$ cat src/swcrc_pkg.sv
// Package for the stop-and-wait CRC receiver: widths, CRC constants and shared types.
// Depends on nothing; every other file of the receiver imports it.
`timescale 1ns / 1ps

package swcrc_pkg;

    // Fixed field widths of the channels
    localparam int FRAME_IN_WIDTH  = 32;
    localparam int PAYLOAD_WIDTH   = 15;
    localparam int PAYLOAD_LSB     = 16;
    localparam int WIDE_WIDTH      = 64;

    // Default frame length in bits
    localparam int DEFAULT_FRAME_BITS = 32;

    // CRC-CCITT generator x^16 + x^12 + x^5 + 1, including the top term
    localparam int               CRC_WIDTH = 16;
    localparam logic [CRC_WIDTH:0] CRC_GEN = 17'h11021;

    // Depth of the queue between the classifier and the sequence stage
    localparam int QUEUE_DEPTH = 2;

    // What the classifier hands to the sequence stage for one frame
    typedef struct packed {
        logic                     crc_error;
        logic                     seq_bit;
        logic [PAYLOAD_WIDTH-1:0] data;
    } class_item_t;

    // Remainder of x^pos divided by the generator; used only with constant
    // arguments, so it folds to a constant at elaboration.
    function automatic logic [CRC_WIDTH-1:0] crc_pow_rem(input int pos);
        logic [CRC_WIDTH:0] rem;
        rem = {{CRC_WIDTH{1'b0}}, 1'b1};
        for (int k = 0; k < pos; k++)
        begin
            rem = {rem[CRC_WIDTH-1:0], 1'b0};
            if (rem[CRC_WIDTH])
            begin
                rem = rem ^ CRC_GEN;
            end
        end
        return rem[CRC_WIDTH-1:0];
    endfunction

endpackage

$ cat src/swcrc_if.sv
// Channel interfaces of the receiver: incoming frames and outgoing results.
// Depends on swcrc_pkg for the field widths.
`timescale 1ns / 1ps

interface swcrc_frame_if
    import swcrc_pkg::*;
();
    logic                      valid;
    logic                      ready;
    logic [FRAME_IN_WIDTH-1:0] frame_bits;

    modport source (output valid, output frame_bits, input ready);
    modport sink   (input valid, input frame_bits, output ready);
endinterface

interface swcrc_result_if
    import swcrc_pkg::*;
();
    logic                     valid;
    logic                     ready;
    logic                     ack_bit;
    logic                     accepted;
    logic                     crc_error;
    logic                     duplicate;
    logic [PAYLOAD_WIDTH-1:0] payload;

    modport source (output valid, output ack_bit, output accepted, output crc_error,
                    output duplicate, output payload, input ready);
    modport sink   (input valid, input ack_bit, input accepted, input crc_error,
                    input duplicate, input payload, output ready);
endinterface

$ cat src/stop_wait_crc_receiver.sv
// Channel      | Direction | Payload
// frame        | in        | frame_bits (32 bits, sequence bit first)
// result       | out       | ack_bit, accepted, crc_error, duplicate, payload (15 bits)
//
// One frame per cycle sustained while the result side is ready. A frame is checked in the
// cycle it is taken and written into a two-entry queue; the sequence stage takes it from
// the queue and registers its result. Reset clears the expected sequence bit to zero and
// empties the queue and output register. A stalled result side fills the queue, after
// which frame.ready falls.
// Depends on swcrc_pkg, swcrc_if, swcrc_classify, swcrc_queue and swcrc_sequence.
`timescale 1ns / 1ps

module stop_wait_crc_receiver
    import swcrc_pkg::*;
#(
    parameter int FRAME_BITS = DEFAULT_FRAME_BITS
)
(
    input  logic          clk,
    input  logic          rst_n,
    swcrc_frame_if.sink   frame,
    swcrc_result_if.source result
);

    class_item_t classified;
    class_item_t queued;
    logic        queued_valid;
    logic        queued_ready;

    // CRC check and field extraction
    swcrc_classify #(
        .FRAME_BITS (FRAME_BITS)
    ) u_classify (
        .frame_bits (frame.frame_bits),
        .item       (classified)
    );

    // Decoupling queue
    swcrc_queue u_queue (
        .clk        (clk),
        .rst_n      (rst_n),
        .push_valid (frame.valid),
        .push_ready (frame.ready),
        .push_item  (classified),
        .pop_valid  (queued_valid),
        .pop_ready  (queued_ready),
        .pop_item   (queued)
    );

    // Sequence tracking and result register
    swcrc_sequence u_sequence (
        .clk        (clk),
        .rst_n      (rst_n),
        .item_valid (queued_valid),
        .item_ready (queued_ready),
        .item       (queued),
        .result     (result)
    );

endmodule

$ cat src/swcrc_classify.sv
// Front end of the receiver: CRC check and field extraction for one frame.
// Depends on swcrc_pkg; purely combinational, feeds the queue.
`timescale 1ns / 1ps

module swcrc_classify
    import swcrc_pkg::*;
#(
    parameter int FRAME_BITS = DEFAULT_FRAME_BITS
)
(
    input  logic [FRAME_IN_WIDTH-1:0] frame_bits,
    output class_item_t               item
);

    // Frame bits that can actually be set on the input
    localparam int IN_BITS = (FRAME_BITS < FRAME_IN_WIDTH) ? FRAME_BITS : FRAME_IN_WIDTH;
    localparam logic [WIDE_WIDTH-1:0] SEQ_MASK = {{(WIDE_WIDTH-1){1'b0}}, 1'b1} << (FRAME_BITS-1);

    logic [WIDE_WIDTH-1:0] frame_w;
    logic [WIDE_WIDTH-1:0] data_w;
    logic [CRC_WIDTH-1:0]  rem_terms [IN_BITS];
    logic [CRC_WIDTH-1:0]  crc_rem;

    // Frame limited to its length; bits beyond the input port read as zero
    always_comb
    begin
        frame_w = '0;
        frame_w[IN_BITS-1:0] = frame_bits[IN_BITS-1:0];
    end

    // The remainder is linear in the frame: each set bit adds x^i mod G
    for (genvar i = 0; i < IN_BITS; i++)
    begin : g_term
        localparam logic [CRC_WIDTH-1:0] TERM = crc_pow_rem(i);
        assign rem_terms[i] = frame_w[i] ? TERM : '0;
    end

    always_comb
    begin
        crc_rem = '0;
        for (int i = 0; i < IN_BITS; i++)
        begin
            crc_rem = crc_rem ^ rem_terms[i];
        end
    end

    // Data bits sit between the sequence bit and the CRC field
    assign data_w = frame_w & ~SEQ_MASK;

    assign item.crc_error = (crc_rem != '0);
    assign item.seq_bit   = frame_w[FRAME_BITS-1];
    assign item.data      = data_w[PAYLOAD_LSB +: PAYLOAD_WIDTH];

endmodule

$ cat src/swcrc_queue.sv
// Two-entry queue that decouples the classifier from the sequence stage.
// Depends on swcrc_pkg for the item type and the depth.
`timescale 1ns / 1ps

module swcrc_queue
    import swcrc_pkg::*;
(
    input  logic        clk,
    input  logic        rst_n,
    input  logic        push_valid,
    output logic        push_ready,
    input  class_item_t push_item,
    output logic        pop_valid,
    input  logic        pop_ready,
    output class_item_t pop_item
);

    localparam int PTR_W   = (QUEUE_DEPTH > 1) ? $clog2(QUEUE_DEPTH) : 1;
    localparam int COUNT_W = $clog2(QUEUE_DEPTH + 1);
    localparam logic [COUNT_W-1:0] FULL_COUNT = COUNT_W'(QUEUE_DEPTH);
    localparam logic [PTR_W-1:0]   LAST_PTR   = PTR_W'(QUEUE_DEPTH - 1);

    class_item_t        store [QUEUE_DEPTH];
    logic [PTR_W-1:0]   wr_ptr_reg, wr_ptr_next;
    logic [PTR_W-1:0]   rd_ptr_reg, rd_ptr_next;
    logic [COUNT_W-1:0] count_reg, count_next;
    logic               do_push;
    logic               do_pop;

    assign push_ready = (count_reg != FULL_COUNT);
    assign pop_valid  = (count_reg != '0);
    assign pop_item   = store[rd_ptr_reg];
    assign do_push    = push_valid && push_ready;
    assign do_pop     = pop_valid && pop_ready;

    // Pointer and fill count updates
    always_comb
    begin
        wr_ptr_next = wr_ptr_reg;
        rd_ptr_next = rd_ptr_reg;
        count_next  = count_reg;
        if (do_push)
        begin
            wr_ptr_next = (wr_ptr_reg == LAST_PTR) ? '0 : wr_ptr_reg + 1'b1;
        end
        if (do_pop)
        begin
            rd_ptr_next = (rd_ptr_reg == LAST_PTR) ? '0 : rd_ptr_reg + 1'b1;
        end
        if (do_push && !do_pop)
        begin
            count_next = count_reg + 1'b1;
        end
        else if (do_pop && !do_push)
        begin
            count_next = count_reg - 1'b1;
        end
    end

    always_ff @(posedge clk or negedge rst_n)
    begin
        if (!rst_n)
        begin
            wr_ptr_reg <= '0;
            rd_ptr_reg <= '0;
            count_reg  <= '0;
        end
        else
        begin
            wr_ptr_reg <= wr_ptr_next;
            rd_ptr_reg <= rd_ptr_next;
            count_reg  <= count_next;
        end
    end

    // Entry storage needs no reset
    always_ff @(posedge clk)
    begin
        if (do_push)
        begin
            store[wr_ptr_reg] <= push_item;
        end
    end

endmodule

$ cat src/swcrc_sequence.sv
// Back end of the receiver: sequence-bit tracking and the registered result.
// Depends on swcrc_pkg and the result interface.
`timescale 1ns / 1ps

module swcrc_sequence
    import swcrc_pkg::*;
(
    input  logic           clk,
    input  logic           rst_n,
    input  logic           item_valid,
    output logic           item_ready,
    input  class_item_t    item,
    swcrc_result_if.source result
);

    logic                     expected_reg, expected_next;
    logic                     out_valid_reg, out_valid_next;
    logic                     ack_reg, accepted_reg, crc_error_reg, duplicate_reg;
    logic [PAYLOAD_WIDTH-1:0] payload_reg;
    logic                     take;
    logic                     ok;
    logic                     dup;

    // A new transaction is taken when the output register is empty or draining
    assign item_ready = !out_valid_reg || result.ready;
    assign take       = item_valid && item_ready;

    // Classification against the expected sequence bit
    assign dup = !item.crc_error && (item.seq_bit != expected_reg);
    assign ok  = !item.crc_error && (item.seq_bit == expected_reg);

    always_comb
    begin
        expected_next  = expected_reg;
        out_valid_next = out_valid_reg;
        if (take)
        begin
            expected_next  = expected_reg ^ ok;
            out_valid_next = 1'b1;
        end
        else if (result.ready)
        begin
            out_valid_next = 1'b0;
        end
    end

    always_ff @(posedge clk or negedge rst_n)
    begin
        if (!rst_n)
        begin
            expected_reg  <= 1'b0;
            out_valid_reg <= 1'b0;
        end
        else
        begin
            expected_reg  <= expected_next;
            out_valid_reg <= out_valid_next;
        end
    end

    // Result fields are loaded with each transaction taken
    always_ff @(posedge clk)
    begin
        if (take)
        begin
            ack_reg       <= !expected_next;
            accepted_reg  <= ok;
            crc_error_reg <= item.crc_error;
            duplicate_reg <= dup;
            payload_reg   <= ok ? item.data : '0;
        end
    end

    assign result.valid     = out_valid_reg;
    assign result.ack_bit   = ack_reg;
    assign result.accepted  = accepted_reg;
    assign result.crc_error = crc_error_reg;
    assign result.duplicate = duplicate_reg;
    assign result.payload   = payload_reg;

endmodule

$ cat src/flat_wrapper.sv
// flat-port wrapper written by rule: the top's interface ports become plain ports
module stop_wait_crc_receiver_flat import swcrc_pkg::*;
#(
    parameter int FRAME_BITS = DEFAULT_FRAME_BITS
)
  (clk, rst_n, frame_valid, frame_frame_bits, frame_ready, result_valid, result_ack_bit, result_accepted, result_crc_error, result_duplicate, result_payload, result_ready);
  swcrc_frame_if frame_i ();
  swcrc_result_if result_i ();
  input  logic clk;
  input  logic rst_n;
  input wire logic [$bits(frame_i.valid)-1:0] frame_valid;
  input wire logic [$bits(frame_i.frame_bits)-1:0] frame_frame_bits;
  output wire logic [$bits(frame_i.ready)-1:0] frame_ready;
  output wire logic [$bits(result_i.valid)-1:0] result_valid;
  output wire logic [$bits(result_i.ack_bit)-1:0] result_ack_bit;
  output wire logic [$bits(result_i.accepted)-1:0] result_accepted;
  output wire logic [$bits(result_i.crc_error)-1:0] result_crc_error;
  output wire logic [$bits(result_i.duplicate)-1:0] result_duplicate;
  output wire logic [$bits(result_i.payload)-1:0] result_payload;
  input wire logic [$bits(result_i.ready)-1:0] result_ready;
  assign frame_i.valid = frame_valid;
  assign frame_i.frame_bits = frame_frame_bits;
  assign frame_ready = frame_i.ready;
  assign result_valid = result_i.valid;
  assign result_ack_bit = result_i.ack_bit;
  assign result_accepted = result_i.accepted;
  assign result_crc_error = result_i.crc_error;
  assign result_duplicate = result_i.duplicate;
  assign result_payload = result_i.payload;
  assign result_i.ready = result_ready;
  stop_wait_crc_receiver #(.FRAME_BITS(FRAME_BITS)) u_core (.clk(clk), .rst_n(rst_n), .frame(frame_i), .result(result_i));
endmodule
$ cat config.mk
export PLATFORM = sky130hd
export DESIGN_NAME = stop_wait_crc_receiver_flat
export DESIGN_NICKNAME = d
export VERILOG_FILES = /design/src/swcrc_pkg.sv /design/src/swcrc_if.sv /design/src/stop_wait_crc_receiver.sv /design/src/swcrc_classify.sv /design/src/swcrc_queue.sv /design/src/swcrc_sequence.sv /design/src/flat_wrapper.sv
export SDC_FILE = /design/constraint.sdc
export NUM_CORES = 1
export LEC_CHECK = 0
export ABC_AREA = 1
export BUFFER_PORTS_ARGS = -buffer_cell sky130_fd_sc_hd__buf_2
export CELL_PAD_IN_SITES_DETAIL_PLACEMENT = 0
export CELL_PAD_IN_SITES_GLOBAL_PLACEMENT = 1
export CORE_MARGIN = 3
export CORE_UTILIZATION = 45
export CTS_CLUSTER_DIAMETER = 120
export CTS_CLUSTER_SIZE = 40
export DETAILED_ROUTE_END_ITERATION = 12
export PLACE_DENSITY = 0.82
export SYNTH_ARGS = -nofsm -noshare
export SYNTH_HDL_FRONTEND = slang
export SYNTH_HIERARCHICAL = 1
export SYNTH_SLANG_ARGS = --single-unit
$ cat constraint.sdc
create_clock -name clk -period 4.6 [get_ports clk]
set_input_delay 0.69 -clock clk [delete_from_list [all_inputs] [get_ports clk]]
set_output_delay 0.69 -clock clk [all_outputs]
set_load 0.005 [all_outputs]
==> impl_results.rst <==
.. list-table::
   :header-rows: 1

   * - Metric
     - Value
   * - Remaining Overflow, GRT
     - 0
   * - Critical-path maximum fanout
     - 19
   * - Full die area
     - 9565 um2
   * - Antenna diode count
     - 0
   * - Cell area after technology mapping
     - 3792 um2
   * - Placeable core region
     - 7968 um2
   * - Result of the run
     - finished, final reports clean
   * - Fin crit period
     - 1960 ps
   * - Area growth syn-to-layout
     - 8.941%
   * - Clock edge transition at the registers on the reported setup and hold paths
     - 60 ps
   * - Die boundary height
     - 97.80 um
   * - Initial standard-cell utilization of the core
     - 0.4760
   * - Hold-fix buffers, CTS
     - 0
   * - Max reg flops
     - 34
   * - Max-slew violation count
     - 0
   * - Max Clk Rate
     - 510.2 MHz
   * - Max Buffers Root-to-Sink
     - 2
   * - Worst-skew pair later-pin latency
     - 320 ps
   * - Endpoint kind of the worst setup timing path
     - flip-flop
   * - Cell chosen for the clock root
     - sky130_fd_sc_hd__clkbuf_8
   * - Total chip power
     - 1.998 mW
   * - Global-route wire length before repair
     - 12580 um
   * - Most common cell in the netlist
     - sky130_fd_sc_hd__nand2_1
   * - Layout cells sized above 1
     - 0.1913
   * - Switching part of the total
     - 0.3655
   * - Max VDD drop
     - 150.2 uV
   * - Most used standard cells in the synthesized netlist
     - sky130_fd_sc_hd__nand2_1 (249), sky130_fd_sc_hd__inv_1 (55), sky130_fd_sc_hd__edfxtp_1 (53), sky130_fd_sc_hd__nand3_1 (33), sky130_fd_sc_hd__nor2_1 (20)
   * - Number of clock buffers inserted by TritonCTS
     - 9
   * - Total power per unit cell area
     - 483.5 nW/um2
   * - Type of element launching the critical path
     - flip-flop
   * - DR DRC count
     - 0
   * - Setup Viol. Count Final
     - 0
   * - Wirelength, routed
     - 7524 um
   * - Detailed-route vias per instance
     - 4.591
   * - Post-detailed-route wirelength per cell
     - 11.56 um
   * - Crit share post-route
     - 0.4261
   * - Proportion of power drawn by the clock network
     - 0.182
   * - Sum of net half-perimeters after detailed placement
     - 5951 um
   * - Overall global routing resource usage
     - 0.1646
   * - Worst-margin pin slew
     - 850.8 ps
   * - Average size of a mapped cell
     - 7.540 um2
   * - Number of antenna violations at the first check in global routing
     - 0
   * - Via count of the first global-routing pass
     - 2718
   * - Required arrival time at the worst endpoint
     - 4770 ps
   * - Critical path arrival
     - 2130 ps
   * - TritonCTS clock tree
     - built
   * - Static Leakage
     - 2.215 nW
   * - I/O pin count
     - 57
   * - Switching power
     - 0.7301 mW
   * - Yosys reg bits
     - 59
   * - Via total after detailed routing
     - 2989
   * - Largest net degree at the start of global routing
     - 21
   * - Drt initial violations
     - 137
   * - Count of input and output buffers
     - 56
   * - Register share of total power
     - 0.451
   * - Slew headroom
     - 0.4322
   * - Number of flops mapped to enable cells by yosys
     - 53
   * - Setup slack after placement
     - 2262 ps
   * - Startpoint-to-endpoint class of the critical path
     - reg2reg
   * - Clock sink total
     - 59
   * - Post-CTS setup buffer count
     - 0
   * - Final Skew
     - 3.368 ps
   * - Final hold violations
     - 0
   * - Proportion of synthesized chip area in sequential cells
     - 0.4593
   * - Number of unique standard cell types used by synthesis
     - 28
   * - Die X-Extent
     - 97.80 um
   * - Detailed Routing Iterations Pass 1
     - 5
   * - Dominant synthesized flop cell
     - sky130_fd_sc_hd__edfxtp_1
   * - Syn Nets
     - 540
   * - Relative contribution of combinational cells to total power
     - 0.367
   * - Number of gates given a new drive strength after cts
     - 0
   * - Number of nets at the end of the flow
     - 581
   * - Top post-synthesis cells by area
     - sky130_fd_sc_hd__edfxtp_1 (42%), sky130_fd_sc_hd__nand2_1 (25%), sky130_fd_sc_hd__inv_1 (5.4%)
   * - Number of max-capacitance violations reported
     - 0
   * - Cell-internal power
     - 1.268 mW
   * - Library cell occupying the most area in the post-synthesis netlist
     - sky130_fd_sc_hd__edfxtp_1
   * - Routed Antenna Nets
     - 0
   * - Share of Yosys cell area claimed by the top area cell type
     - 0.4197
   * - Share of flip-flops with an asynchronous set or reset
     - 0.1017
   * - Setup TNS Final
     - 0 ps
   * - Final weighted congestion in routability-driven placement
     - 0.8451
   * - Number of synthesis warnings
     - 6
   * - Hold crit path type
     - in2async
   * - Core Rows
     - 32
   * - Worst-case setup margin in the final layout
     - 2640 ps
   * - Unrepaired setup endpoints after global routing
     - false
   * - Total number of H-tree levels
     - 3
   * - Gate Count Post-Synth
     - 503
routing by layer:
metal / vias up / GRT usage / part of all wire
met5: - / 0 / 0
met4: 0 / 0.05751 / 0.015
met3: 10 / 0.04357 / 0.042
met2: 56 / 0.2852 / 0.50
met1: 1298 / 0.1981 / 0.45
li1: 1625 / - / -
worst paths after layout:
check                                             from                              endpoint  slack [ps]  depth (start not counted)
max reg2reg                  u_core/u_queue/rd_ptr_reg  u_core/u_sequence/result.payload[14]        2640                          6
max in group asynchronous                        rst_n            asynchronous set/reset pin        4270                          1
min                                              rst_n             u_core/u_queue/wr_ptr_reg         180                          1
min reg2reg                u_core/u_queue/count_reg[0]           u_core/u_queue/count_reg[0]         510                          1
max                          u_core/u_queue/rd_ptr_reg  u_core/u_sequence/result.payload[14]        2640                          6
min in group clk           u_core/u_queue/count_reg[0]           u_core/u_queue/count_reg[0]         510                          1
worst max-delay path: stages, from the launching register on:
cell and delay (ps):
sky130_fd_sc_hd__dfrtp_1 830, sky130_fd_sc_hd__inv_8 140, sky130_fd_sc_hd__nand2_1 100, sky130_fd_sc_hd__nand2_1 130, sky130_fd_sc_hd__inv_1 190, sky130_fd_sc_hd__nand3_4 240, sky130_fd_sc_hd__nor2_1 170
layout by cell type, fill, tap and decap left out, types with 6 or more instances in the layout:
cell | Yosys | layout
sky130_fd_sc_hd__buf_2 | 1 | 56
sky130_fd_sc_hd__clkbuf_8 | 1 | 9
sky130_fd_sc_hd__dfrtp_1 | 6 | 6
sky130_fd_sc_hd__edfxtp_1 | 53 | 53
sky130_fd_sc_hd__inv_1 | 55 | 55
sky130_fd_sc_hd__inv_2 | 9 | 9
sky130_fd_sc_hd__nand2_1 | 249 | 249
sky130_fd_sc_hd__nand2_2 | 12 | 12
sky130_fd_sc_hd__nand3_1 | 33 | 33
sky130_fd_sc_hd__nor2_1 | 20 | 19
sky130_fd_sc_hd__nor2_2 | 8 | 9
sky130_fd_sc_hd__xor2_1 | 7 | 7
stage by stage:
| stage | hold slack [ps] | utilization | cell area (um2) | cells |
|---|---|---|---|---|
| after floorplan | 394.4 | - | 3792 | 503 |
| after global placement | 506.2 | 0.4991 | 3976 | 635 |
| after detailed placement | 505.9 | 0.4991 | 3976 | 635 |
| after CTS | 159.2 | 0.5182 | 4129 | 651 |
| after global routing | 171.0 | 0.5185 | 4131 | 651 |
| final | 181.0 | 0.5185 | 4131 | 651 |
power by group through the flow:
stage	Clock, mW	Combinational [mW]	Sequential [mW]
after global placement	0	0.733	0.909
final	0.364	0.733	0.900
after floorplan	0	0.588	0.897
after CTS	0.379	0.747	0.903
after detailed placement	0	0.747	0.913
after global routing	0.400	0.849	0.921
kinds of logic after synthesis:
kind of cell             after synthesis  share of synthesized area
AND/OR/NAND/NOR                      336                     0.3755
XOR/XNOR                              13                    0.03200
AO/OA/AOI/OAI                          2                   0.002637
flip-flops                            59                     0.4593
adder cells (fa/ha/maj)                1                   0.003299
buffers and inverters                 92                     0.1273
layout make-up:
| class | instances | area, um2 |
|---|---|---|
| Fill cell | 827 | 3836 |
| Sequential cell | 59 | 1742 |
| Multi-Input combinational cell | 352 | 1570 |
| Timing Repair Buffer | 57 | 287.8 |
| Inverter | 65 | 251.5 |
| Clock buffer | 12 | 135.1 |
| Tap cell | 102 | 127.6 |
| Clock inverter | 4 | 17.52 |
Note: power is estimated with default switching activity, not from simulation.
